===== src/rtl/core/pva_pkg.sv =====
// Package for the priority voice allocator: sizes, operation, command and
// configuration codes, the result struct and controller/datapath interface structs.
// No dependencies.
package pva_pkg;

  localparam int Voices    = 32;
  localparam int SoundIds  = 1024;
  localparam int VoiceW    = 5;
  localparam int SoundW    = 10;

  localparam logic [2:0] OP_PLAY   = 3'd0;
  localparam logic [2:0] OP_STOP   = 3'd1;
  localparam logic [2:0] OP_FINISH = 3'd2;
  localparam logic [2:0] OP_PURGE  = 3'd3;
  localparam logic [2:0] OP_GAIN   = 3'd4;

  localparam logic [2:0] CMD_START  = 3'd0;
  localparam logic [2:0] CMD_STOP   = 3'd1;
  localparam logic [2:0] CMD_SETGN  = 3'd2;
  localparam logic [2:0] CMD_REJECT = 3'd3;
  localparam logic [2:0] CMD_DONE   = 3'd4;

  localparam logic [1:0] CFG_SOUND_VOL = 2'd0;
  localparam logic [1:0] CFG_MUSIC_VOL = 2'd1;
  localparam logic [1:0] CFG_TOP_PRIO  = 2'd2;

  typedef struct packed {
    logic [2:0]        command;
    logic [VoiceW-1:0] voice;
    logic [SoundW-1:0] sound;
    logic [7:0]        gain;
    logic [7:0]        pan_right;
    logic              looping;
    logic [2:0]        speed_mode;
    logic              last;
  } result_t;

  // Controller to datapath.
  typedef struct packed {
    logic load;       // capture the request
    logic clr_scan;   // restart the voice index and chosen voice
    logic step;       // advance the voice index
    logic kill_cur;   // free the voice under the index
    logic claim;      // write the chosen voice with the request
    logic free_idx;   // free voice_index (voice finished)
    logic clr_all;    // purge: free the voice under the index
  } dp_cmd_t;

  // Datapath to controller.
  typedef struct packed {
    logic [2:0] op;
    logic       bad_req;   // play gain negative
    logic       one_flag;
    logic       cutoff;
    logic       cur_busy;
    logic       cur_match; // busy and same sound
    logic       last_idx;
    logic       have_chosen;
    logic       chosen_busy;
    logic       take;      // scan rule picks the current voice
  } dp_stat_t;

endpackage


===== src/rtl/core/pva_datapath.sv =====
// Datapath of the priority voice allocator: request capture, gain multiply,
// voice table, scan index and chosen-voice tracking. Uses pva_pkg.
module pva_datapath import pva_pkg::*; (
  input  logic                clk,
  input  logic                rst,
  input  logic [2:0]          in_op,
  input  logic [SoundW-1:0]   in_sound,
  input  logic [7:0]          in_pan,
  input  logic [8:0]          in_att,
  input  logic [7:0]          in_flags,
  input  logic [15:0]         in_prio,
  input  logic [VoiceW-1:0]   in_vidx,
  input  logic [7:0]          sound_volume,
  input  logic [7:0]          music_volume,
  input  logic [15:0]         top_priority,
  input  dp_cmd_t             cmd,
  output dp_stat_t            stat,
  output logic [VoiceW-1:0]   cur_voice,
  output logic [SoundW-1:0]   cur_sound,
  output logic [VoiceW-1:0]   chosen,
  output logic [SoundW-1:0]   chosen_sound,
  output logic [SoundW-1:0]   req_sound,
  output logic [7:0]          play_gain,
  output logic [7:0]          set_gain,
  output logic [7:0]          pan_r,
  output logic [7:0]          flags
);

  logic [2:0]          op;
  logic [SoundW-1:0]   snd;
  logic [7:0]          pan;
  logic [8:0]          att;
  logic [15:0]         prio;
  logic [VoiceW-1:0]   vidx;
  logic [VoiceW-1:0]   idx;
  logic                have;
  logic [15:0]         low;
  logic [Voices-1:0]   busy;
  logic [SoundW-1:0]   vsound [Voices];
  logic [15:0]         vprio  [Voices];
  logic [16:0]         prod;    // (att + 255) * scale, registered
  logic [16:0]         prod_sv; // with sound_volume, for change gain
  logic                att_neg;

  // att+255 is in -1..254 for att -256..-1, or above for non-negative att.
  logic signed [9:0]   base;
  logic [7:0]          scale;
  logic signed [18:0]  p;
  logic signed [18:0]  p_sv;
  logic signed [15:0]  eff_prio;

  assign base  = $signed({att[8], att}) + 10'sd255;
  assign scale = flags[0] ? music_volume : sound_volume;
  assign p     = base * $signed({1'b0, scale});
  assign p_sv  = base * $signed({1'b0, sound_volume});

  // Truncating divide by 255 of a non-negative product: v*257>>16 is at most
  // one below the quotient, and one compare corrects it. Saturates at 255.
  function automatic logic [7:0] div255(input logic [16:0] v);
    logic [25:0] m;
    logic [9:0]  d;
    logic [16:0] r;
    m = {9'd0, v} * 26'd257;
    d = m[25:16];
    r = v - {7'd0, d} * 17'd255;
    if (r >= 17'd255) d = d + 10'd1;
    div255 = (d > 10'd255) ? 8'd255 : d[7:0];
  endfunction

  always_ff @(posedge clk) begin
    if (cmd.load) begin
      op    <= in_op;
      snd   <= in_sound;
      pan   <= in_pan;
      att   <= in_att;
      flags <= in_flags;
      prio  <= in_prio;
      vidx  <= in_vidx;
    end
    // Product registered in the cycle after load; the controller waits in S_MUL.
    prod    <= p[18] ? 17'd0 : p[16:0];
    prod_sv <= p_sv[18] ? 17'd0 : p_sv[16:0];
    att_neg <= p[18] && (p < -19'sd254);
  end

  assign play_gain = div255(prod);
  assign set_gain  = div255(prod_sv);
  assign pan_r     = pan ^ 8'h80;
  assign req_sound = snd;
  assign eff_prio  = flags[3] ? $signed(top_priority) : $signed(prio);

  assign cur_voice = idx;
  assign cur_sound = vsound[idx];
  assign chosen_sound = vsound[chosen];

  always_ff @(posedge clk) begin
    if (rst) begin
      busy <= '0;
      idx  <= '0;
      have <= 1'b0;
    end else begin
      if (cmd.clr_scan) begin
        idx  <= '0;
        have <= 1'b0;
        low  <= eff_prio;
      end else if (cmd.step) begin
        idx <= idx + 1'b1;
      end
      if (stat.take && cmd.step) begin
        have   <= 1'b1;
        chosen <= idx;
        if (busy[idx]) low <= vprio[idx];
      end
      if (cmd.kill_cur || cmd.clr_all) begin
        busy[idx]  <= 1'b0;
        vprio[idx] <= '0;
      end
      if (cmd.free_idx) begin
        busy[vidx]  <= 1'b0;
        vprio[vidx] <= '0;
      end
      if (cmd.claim) begin
        busy[chosen]   <= 1'b1;
        vsound[chosen] <= snd;
        vprio[chosen]  <= eff_prio;
      end
    end
  end

  assign stat.op          = op;
  assign stat.bad_req     = att_neg;
  assign stat.one_flag    = flags[1];
  assign stat.cutoff      = flags[2];
  assign stat.cur_busy    = busy[idx];
  assign stat.cur_match   = busy[idx] && (vsound[idx] == snd);
  assign stat.last_idx    = (idx == VoiceW'(Voices - 1));
  assign stat.have_chosen = have;
  assign stat.chosen_busy = busy[chosen];
  assign stat.take        = !busy[idx] ||
                            ($signed(vprio[idx]) <= $signed(low)) ||
                            (!have && flags[2] && vsound[idx] == snd);

endmodule


===== src/rtl/core/pva_ctrl.sv =====
// Controller of the priority voice allocator: sequences scans and emits
// result transfers into a one-entry output register. Uses pva_pkg.
module pva_ctrl import pva_pkg::*; (
  input  logic              clk,
  input  logic              rst,
  input  logic              in_valid,
  output logic              in_ready,
  output dp_cmd_t           cmd,
  input  dp_stat_t          stat,
  input  logic [VoiceW-1:0] cur_voice,
  input  logic [SoundW-1:0] cur_sound,
  input  logic [VoiceW-1:0] chosen,
  input  logic [SoundW-1:0] chosen_sound,
  input  logic [SoundW-1:0] req_sound,
  input  logic [7:0]        play_gain,
  input  logic [7:0]        set_gain,
  input  logic [7:0]        pan_r,
  input  logic [7:0]        flags,
  output logic              out_valid,
  input  logic              out_ready,
  output result_t           out_res
);

  typedef enum logic [9:0] {
    S_IDLE  = 10'b0000000001,
    S_MUL   = 10'b0000000010,
    S_CHK1  = 10'b0000000100,
    S_CUT   = 10'b0000001000,
    S_SCAN  = 10'b0000010000,
    S_STEAL = 10'b0000100000,
    S_START = 10'b0001000000,
    S_LIST  = 10'b0010000000,
    S_DONE  = 10'b0100000000,
    S_EMIT  = 10'b1000000000
  } state_t;

  state_t  state, state_next;
  logic    any, any_next;   // a list result is held
  result_t res;
  logic    emit;
  logic    free_ok;
  result_t pend;            // final result of a request, sent from S_EMIT
  result_t held;            // newest list result, sent once the next is found or the list ends
  result_t found_res;
  logic    held_load;

  // Output register: a result is written only when it is empty or draining.
  assign free_ok = !out_valid || out_ready;

  always_comb begin
    state_next = state;
    any_next   = any;
    cmd        = '0;
    emit       = 1'b0;
    res        = '0;
    in_ready   = 1'b0;
    held_load  = 1'b0;
    if (stat.op == OP_GAIN) begin
      found_res = '{CMD_SETGN, cur_voice, req_sound, set_gain, 8'd0, 1'b0, 3'd0, 1'b0};
    end else begin
      found_res = '{CMD_STOP, cur_voice, cur_sound, 8'd0, 8'd0, 1'b0, 3'd0, 1'b0};
    end
    case (state)
      S_IDLE: begin
        in_ready = 1'b1;
        if (in_valid) begin
          cmd.load   = 1'b1;
          state_next = S_MUL;
        end
      end
      S_MUL: begin
        cmd.clr_scan = 1'b1;
        any_next     = 1'b0;
        state_next   = S_CHK1;
      end
      S_CHK1: begin
        cmd.clr_scan = 1'b1;
        case (stat.op)
          OP_PLAY: begin
            if (stat.bad_req) begin
              res = '{CMD_REJECT, '0, req_sound, 8'd0, 8'd0, 1'b0, 3'd0, 1'b1};
              state_next = S_EMIT;
            end else if (stat.one_flag) state_next = S_CUT;
            else state_next = S_SCAN;
          end
          OP_STOP, OP_PURGE, OP_GAIN: state_next = S_LIST;
          OP_FINISH: begin
            cmd.free_idx = 1'b1;
            state_next   = S_DONE;
          end
          default: state_next = S_DONE;
        endcase
      end
      S_CUT: begin
        if (stat.cur_match && !stat.cutoff) begin
          res = '{CMD_REJECT, '0, req_sound, 8'd0, 8'd0, 1'b0, 3'd0, 1'b1};
          state_next = S_EMIT;
        end else if (stat.cur_match) begin
          if (free_ok) begin
            emit = 1'b1;
            res  = '{CMD_STOP, cur_voice, cur_sound, 8'd0, 8'd0, 1'b0, 3'd0, 1'b0};
            cmd.kill_cur = 1'b1;
          end
        end else if (stat.last_idx) begin
          cmd.clr_scan = 1'b1;
          state_next   = S_SCAN;
        end else cmd.step = 1'b1;
      end
      S_SCAN: begin
        if (!stat.cur_busy) begin
          cmd.step   = 1'b1;
          state_next = S_STEAL;
        end else begin
          cmd.step = 1'b1;
          if (stat.last_idx) state_next = S_STEAL;
        end
      end
      S_STEAL: begin
        if (!stat.have_chosen) begin
          res = '{CMD_REJECT, '0, req_sound, 8'd0, 8'd0, 1'b0, 3'd0, 1'b1};
          state_next = S_EMIT;
        end else if (stat.chosen_busy) begin
          if (free_ok) begin
            emit = 1'b1;
            res  = '{CMD_STOP, chosen, chosen_sound, 8'd0, 8'd0, 1'b0, 3'd0, 1'b0};
            state_next = S_START;
          end
        end else state_next = S_START;
      end
      S_START: begin
        res = '{CMD_START, chosen, req_sound, play_gain, pan_r, flags[4],
                flags[7:5], 1'b1};
        cmd.claim  = 1'b1;
        state_next = S_EMIT;
      end
      S_LIST: begin
        if (free_ok) begin
          // A found result is held back one find, so that the final one of
          // the list can leave with tlast set.
          if (stat.cur_match || (stat.op == OP_PURGE && stat.cur_busy)) begin
            emit      = any;
            res       = held;
            held_load = 1'b1;
            any_next  = 1'b1;
          end
          if (stat.op != OP_GAIN && (stat.cur_match || stat.op == OP_PURGE))
            cmd.kill_cur = 1'b1;
          cmd.step = 1'b1;
          if (stat.last_idx) state_next = S_DONE;
        end
      end
      S_DONE: begin
        if (any) begin
          res      = held;
          res.last = 1'b1;
        end else begin
          res = '{CMD_DONE, '0, '0, 8'd0, 8'd0, 1'b0, 3'd0, 1'b1};
        end
        state_next = S_EMIT;
      end
      S_EMIT: begin
        if (free_ok) begin
          emit       = 1'b1;
          res        = pend;
          state_next = S_IDLE;
        end
      end
      default: state_next = S_IDLE;
    endcase
  end

  always_ff @(posedge clk) begin
    if (rst) begin
      state     <= S_IDLE;
      any       <= 1'b0;
      out_valid <= 1'b0;
    end else begin
      state <= state_next;
      any   <= any_next;
      if (emit) out_valid <= 1'b1;
      else if (out_ready) out_valid <= 1'b0;
    end
  end

  always_ff @(posedge clk) begin
    if (emit) out_res <= res;
    if (held_load) held <= found_res;
    if (state_next == S_EMIT && state != S_EMIT) pend <= res;
  end

endmodule


===== src/rtl/core/priority_voice_allocator.sv =====
// Top level of the priority voice allocator.
// Uses pva_pkg, pva_ctrl and pva_datapath.
//
// Usage: requests enter on the s_axis channel, one transfer per request.
// Configuration registers (sound volume, music volume, top priority) are
// written on the cfg channel while the block is idle. Each request yields
// one or more results on the m_axis channel; the final one has tlast high.
// An immediate reject is decided in S_CHK1 and written out from S_EMIT; the
// voice table is scanned one voice per cycle while results can be written
// (the index stays on a voice that a cutoff stops until it is freed), twice
// for a one-instance play. One request is processed at a time;
// s_axis_tready is high only between requests.
// Reset clears the voice table and loads the register reset values.
// A stalled receiver holds the output register, and the cutoff and list scans wait.
module priority_voice_allocator import pva_pkg::*; (
  input  logic        clk,
  input  logic        rst,
  input  logic        s_axis_tvalid,
  output logic        s_axis_tready,
  // op[2:0], sound_id[12:3], pan[20:13], attenuation[29:21],
  // play_flags[37:30], request_priority[53:38], voice_index[58:54]
  input  logic [63:0] s_axis_tdata,
  output logic        m_axis_tvalid,
  input  logic        m_axis_tready,
  // command[2:0], voice[7:3], sound[17:8], gain[25:18], pan_right[33:26],
  // looping[34], speed_mode[37:35]
  output logic [39:0] m_axis_tdata,
  output logic        m_axis_tlast,
  input  logic        cfg_valid,
  output logic        cfg_ready,
  input  logic [1:0]  cfg_index,
  input  logic [15:0] cfg_data
);

  logic [7:0]  sound_volume, music_volume;
  logic [15:0] top_priority;
  dp_cmd_t     cmd;
  dp_stat_t    stat;
  logic [VoiceW-1:0] cur_voice, chosen;
  logic [SoundW-1:0] cur_sound, chosen_sound, req_sound;
  logic [7:0]  play_gain, set_gain, pan_r, flags;
  result_t     res;

  assign cfg_ready = 1'b1;

  always_ff @(posedge clk) begin
    if (rst) begin
      sound_volume <= 8'd128;
      music_volume <= 8'd255;
      top_priority <= 16'h7fff;
    end else if (cfg_valid) begin
      case (cfg_index)
        CFG_SOUND_VOL: sound_volume <= cfg_data[7:0];
        CFG_MUSIC_VOL: music_volume <= cfg_data[7:0];
        CFG_TOP_PRIO:  top_priority <= cfg_data;
        default: ;
      endcase
    end
  end

  pva_datapath u_dp (
    .clk, .rst,
    .in_op(s_axis_tdata[2:0]), .in_sound(s_axis_tdata[12:3]),
    .in_pan(s_axis_tdata[20:13]), .in_att(s_axis_tdata[29:21]),
    .in_flags(s_axis_tdata[37:30]), .in_prio(s_axis_tdata[53:38]),
    .in_vidx(s_axis_tdata[58:54]),
    .sound_volume, .music_volume, .top_priority,
    .cmd, .stat, .cur_voice, .cur_sound, .chosen, .chosen_sound,
    .req_sound, .play_gain, .set_gain, .pan_r, .flags
  );

  pva_ctrl u_ctrl (
    .clk, .rst, .in_valid(s_axis_tvalid), .in_ready(s_axis_tready),
    .cmd, .stat, .cur_voice, .cur_sound, .chosen, .chosen_sound,
    .req_sound, .play_gain, .set_gain, .pan_r, .flags,
    .out_valid(m_axis_tvalid), .out_ready(m_axis_tready), .out_res(res)
  );

  assign m_axis_tdata = {2'b00, res.speed_mode, res.looping, res.pan_right,
                         res.gain, res.sound, res.voice, res.command};
  assign m_axis_tlast = res.last;

  a_no_accept_busy: assert property (@(posedge clk) disable iff (rst)
    m_axis_tvalid && !m_axis_tready |=> m_axis_tvalid) else $error("result lost");
  a_cmd_range: assert property (@(posedge clk) disable iff (rst)
    m_axis_tvalid |-> res.command <= CMD_DONE) else $error("bad command");

endmodule

===== config.mk =====
export PLATFORM = sky130hd
export DESIGN_NAME = priority_voice_allocator
export DESIGN_NICKNAME = d
export VERILOG_FILES = /design/src/rtl/core/pva_pkg.sv /design/src/rtl/core/pva_datapath.sv /design/src/rtl/core/pva_ctrl.sv /design/src/rtl/core/priority_voice_allocator.sv
export SDC_FILE = /design/constraint.sdc
export NUM_CORES = 2
export LEC_CHECK = 0
export BUFFER_PORTS_ARGS = -buffer_cell sky130_fd_sc_hd__buf_2
export CAP_MARGIN = 20
export CORE_ASPECT_RATIO = 0.8
export CORE_MARGIN = 2
export CORE_UTILIZATION = 30
export CTS_BUF_LIST = sky130_fd_sc_hd__clkbuf_4 sky130_fd_sc_hd__clkbuf_8
export DETAILED_ROUTE_END_ITERATION = 6
export HOLD_SLACK_MARGIN = 0.02
export MAX_ROUTING_LAYER = met4
export PLACE_DENSITY = 0.47
export REMOVE_ABC_BUFFERS = 1
export SYNTH_ARGS = -nofsm -noshare
export SYNTH_HDL_FRONTEND = slang
export SYNTH_SLANG_ARGS = --single-unit

===== constraint.sdc =====
create_clock -name clk -period 27.2 [get_ports clk]
set_clock_uncertainty 0.05 [all_clocks]
set_input_delay 5.44 -clock clk [delete_from_list [all_inputs] [get_ports clk]]
set_output_delay 5.44 -clock clk [all_outputs]
set_load 0.05 [all_outputs]

==> impl_metrics.py <==
metrics = {
    "die": {
        "design.portCount": 131,
        "die_area_sq_mm": 0.2061,
        "row_count": 147,
        "start_util": 0.3022,
        "die_w_um": 507.1,
        "core_sq_mm": 0.2010,
        "die_y_um": 406.5,
    },
    "timing": {
        "fin_crit_sh": 0.3685,
        "rsz0062_at_grt": "no",
        "timing.fmax_ghz": 0.09976,
        "setup_viol": 0,
        "maxSlewHeadroom": 0.2315,
        "hold_violations": 0,
        "tightest_slew_ns": 1.149,
        "setup-tns-final_ns": 0,
        "drv_slew": 0,
        "final.min_clock_period_ns": 10.02,
    },
    "worst_setup_path": {
        "cp-end-kind": "flop",
        "worstReg2RegStart": "u_dp.prod[13]$_SDFF_PP0_",
        "cp_data_required_time_ns": 27.77,
        "r2r_slack_ns": 17.18,
        "critPathSlowestCell": "nor4_2",
        "start_kind": "flop",
        "worstSetupStartpoint": "u_dp.prod[13]$_SDFF_PP0_",
        "arrival_ns": 10.60,
        "critPathMaxStageDelay_ns": 0.79,
        "crit_fanout": 9,
        "crit_end": "u_ctrl.out_res[19]$_DFFE_PP_",
        "worstRegToRegCells": 31,
        "worstSetupPathType": "reg -> reg",
        "r2r_end": "u_ctrl.out_res[19]$_DFFE_PP_",
    },
    "synth": {
        "yosysSeqAreaShare": 0.5436,
        "synth_area_per_cell_sq_um": 14.54,
        "synth_top_cell_by_area": "edfxtp_1",
        "netlist_top_cells_area": "edfxtp_1 50%, mux4_2 12%, fa_1 7.7%, ha_1 4.9%, dfxtp_1 4.2%",
        "synthDistinctLibCells": 94,
        "syn-instance-count": 4177,
        "synth_edf_count": 1015,
        "synth.cell_area_sq_mm": 0.06075,
        "ys.flop_type": "edfxtp_1",
        "synth_top_cell_area_share": 0.5017,
        "async_reset_ff_frac": 0,
        "ys_seq_elements": 1142,
        "yosys_warnings": 0,
    },
    "drt": {
        "first_pass_iters": 7,
        "wl_per_cell_um": 23.55,
        "drt_iter0_drc": 3325,
        "drt-total-wl_um": 171700,
        "num_vias": 36382,
        "vias_per_cell": 4.991,
        "ant_nets": 0,
        "drc": 0,
    },
    "clocking": {
        "root_buffer": "clkbuf_8",
        "clock_latency_ns": 0.95,
        "cts_resized": 0,
        "hold_buffers": 0,
        "cts.clk_slew.worst_paths_ns": 0.06,
        "cts_inserted_buffers": 191,
        "cts.path.max_buffers": 3,
        "cts_tree": "yes",
        "cts_setup_buffers": 0,
        "cts_sinks": 1142,
        "htreeDepth": 4,
    },
    "grt": {
        "track_usage": 0.1713,
        "use_met3": 0.03076,
        "antenna_found_initial": 3,
        "gr-total-overflow": 0,
        "grt_busiest_layer": "met2",
        "met1_usage": 0.2414,
        "grt_pass1_vias": 37351,
        "grt_max_degree": 88,
        "use_met2": 0.2576,
        "grt_pass1_wl_um": 253900,
    },
    "place": {
        "hpwl_um": 114900,
        "placedCellCount": 6908,
        "io_buffers": 122,
        "gp_congestion": 0.8303,
    },
    "finish": {
        "layout_commonest_cell": "edfxtp_1",
        "area_growth_pct": 14.22,
        "nNetsFinal": 5001,
        "drive_gt1_frac": 0.2116,
        "seq_area_sq_mm": 0.03305,
        "most-common-layout-cells": "1015 x edfxtp_1, 421 x inv_1, 316 x mux4_2",
        "multi_input_area_sq_mm": 0.02536,
        "filler_cell_count": 19387,
        "fin_cells": 7290,
    },
    "job": {
        "drv_cap": 0,
    },
    "run_status": {
        "status": "complete, no violations",
    },
    "hold_path": {
        "hold_path.class": "reg -> reg",
    },
}
==> logic make-up (layout without fill, tap and decap cells) <==
family                     Yosys count  in the layout  synth area share
buffers and inverters              612           1037           0.03948
AOI/OAI and AO/OA                  403            403           0.04850
other                                2              8         0.0001236
xor gates and xnor gates           107            107           0.01543
adders and majority gates          471            471            0.1258
and+or+nand+nor                    931            931           0.07754
DFF                               1142           1142            0.5436
muxes                              509            509            0.1496
==> metrics by stage <==
stage	cell area (sq um)	setup slack [ns]	hold WS, ns	utilization
global route	69380	16.47	0.4305	0.3451
detailed placement	64880	17.10	0.3987	0.3227
finish	69390	17.18	0.4094	0.3452
CTS	68900	17.05	0.4086	0.3427
floorplan	59940	13.22	0.3800	-
global placement	64820	17.09	0.3922	0.3224
==> worst min-delay path by stage <==
stage / end / start / cells after the start / slack, ns
finish: top_priority[15]$_SDFFE_PP0P_ / top_priority[15]$_SDFFE_PP0P_ / 2 / 0.41
global route: top_priority[15]$_SDFFE_PP0P_ / top_priority[15]$_SDFFE_PP0P_ / 2 / 0.43
CTS: top_priority[15]$_SDFFE_PP0P_ / top_priority[15]$_SDFFE_PP0P_ / 2 / 0.41
detailed placement: top_priority[1]$_SDFFE_PP1P_ / top_priority[1]$_SDFFE_PP1P_ / 2 / 0.40
global placement: top_priority[15]$_SDFFE_PP0P_ / top_priority[15]$_SDFFE_PP0P_ / 2 / 0.39
floorplan: top_priority[15]$_SDFFE_PP0P_ / top_priority[15]$_SDFFE_PP0P_ / 2 / 0.38
==> final cells by class <==
type | count | area share
antenna | 5 | 0.0001803
clock buffer | 252 | 0.04494
clock inverter | 101 | 0.01302
inverter | 423 | 0.02292
multi-input combinational | 2424 | 0.3656
sequential | 1142 | 0.4763
tap | 2682 | 0.04836
timing repair buffer | 261 | 0.02874
==> synthesized netlist by cell type, types with 17 or more instances <==
library cell  count
edfxtp_1       1015
a21o_1           22
ha_1            238
a31oi_1          17
mux2i_1         163
buf_1            34
nand2_1         229
xor2_1           30
a221o_1          17
and3_1           51
nand4_1          23
mux4_2          316
fa_1            233
nor2b_1          60
a21oi_1          78
nand3_1         109
dfxtp_1         127
nand2b_1         25
a22oi_1          44
xnor2_1          77
nand3b_1         20
o21ai_0          55
mux2_2           30
clkbuf_1        121
inv_1           422
nor2_1          208
and2_1           59
o211ai_1         17
buf_2            18
a41o_1           18
nor3b_1          17
nor3_1           49
==> routing by layer <==
metal	up-vias	part of all wire	routed length (um)
met5	-	0	0
met4	0	0.018	3051
met3	191	0.060	10350
met2	1102	0.45	77090
met1	18876	0.47	81170
li1	16213	-	-
==> registers in the layout, summed over array words and instances, names as in the netlist, 8 cells and up, named ones only <==
| name | flops |
|---|---|
| u_dp.low | 16 |
| u_ctrl.out_res | 39 |
| u_dp.pan | 8 |
| u_dp.req_sound | 10 |
| u_dp.prod_sv | 17 |
| u_ctrl.state | 10 |
| u_dp.att | 9 |
| top_priority | 16 |
| u_ctrl.held | 25 |
| u_dp.vsound | 320 |
| u_dp.prio | 16 |
| u_dp.prod | 17 |
| sound_volume | 8 |
| u_dp.vprio | 512 |
| music_volume | 8 |
| u_ctrl.pend | 39 |
| u_dp.flags | 8 |
| u_dp.busy | 32 |
==> critical path: cells and delay by family (launching register included) <==
kind	cells	cell delay (ns)
buffers and inverters	4	0.41
xor gates and xnor gates	1	0.55
AOI/OAI and AO/OA	10	2.85
DFF	1	0.49
adders and majority gates	8	3.27
and+or+nand+nor	8	2.07
Power is not shown: default switching activity piles up to over one toggle a cycle in this logic, so the estimate is an artifact.
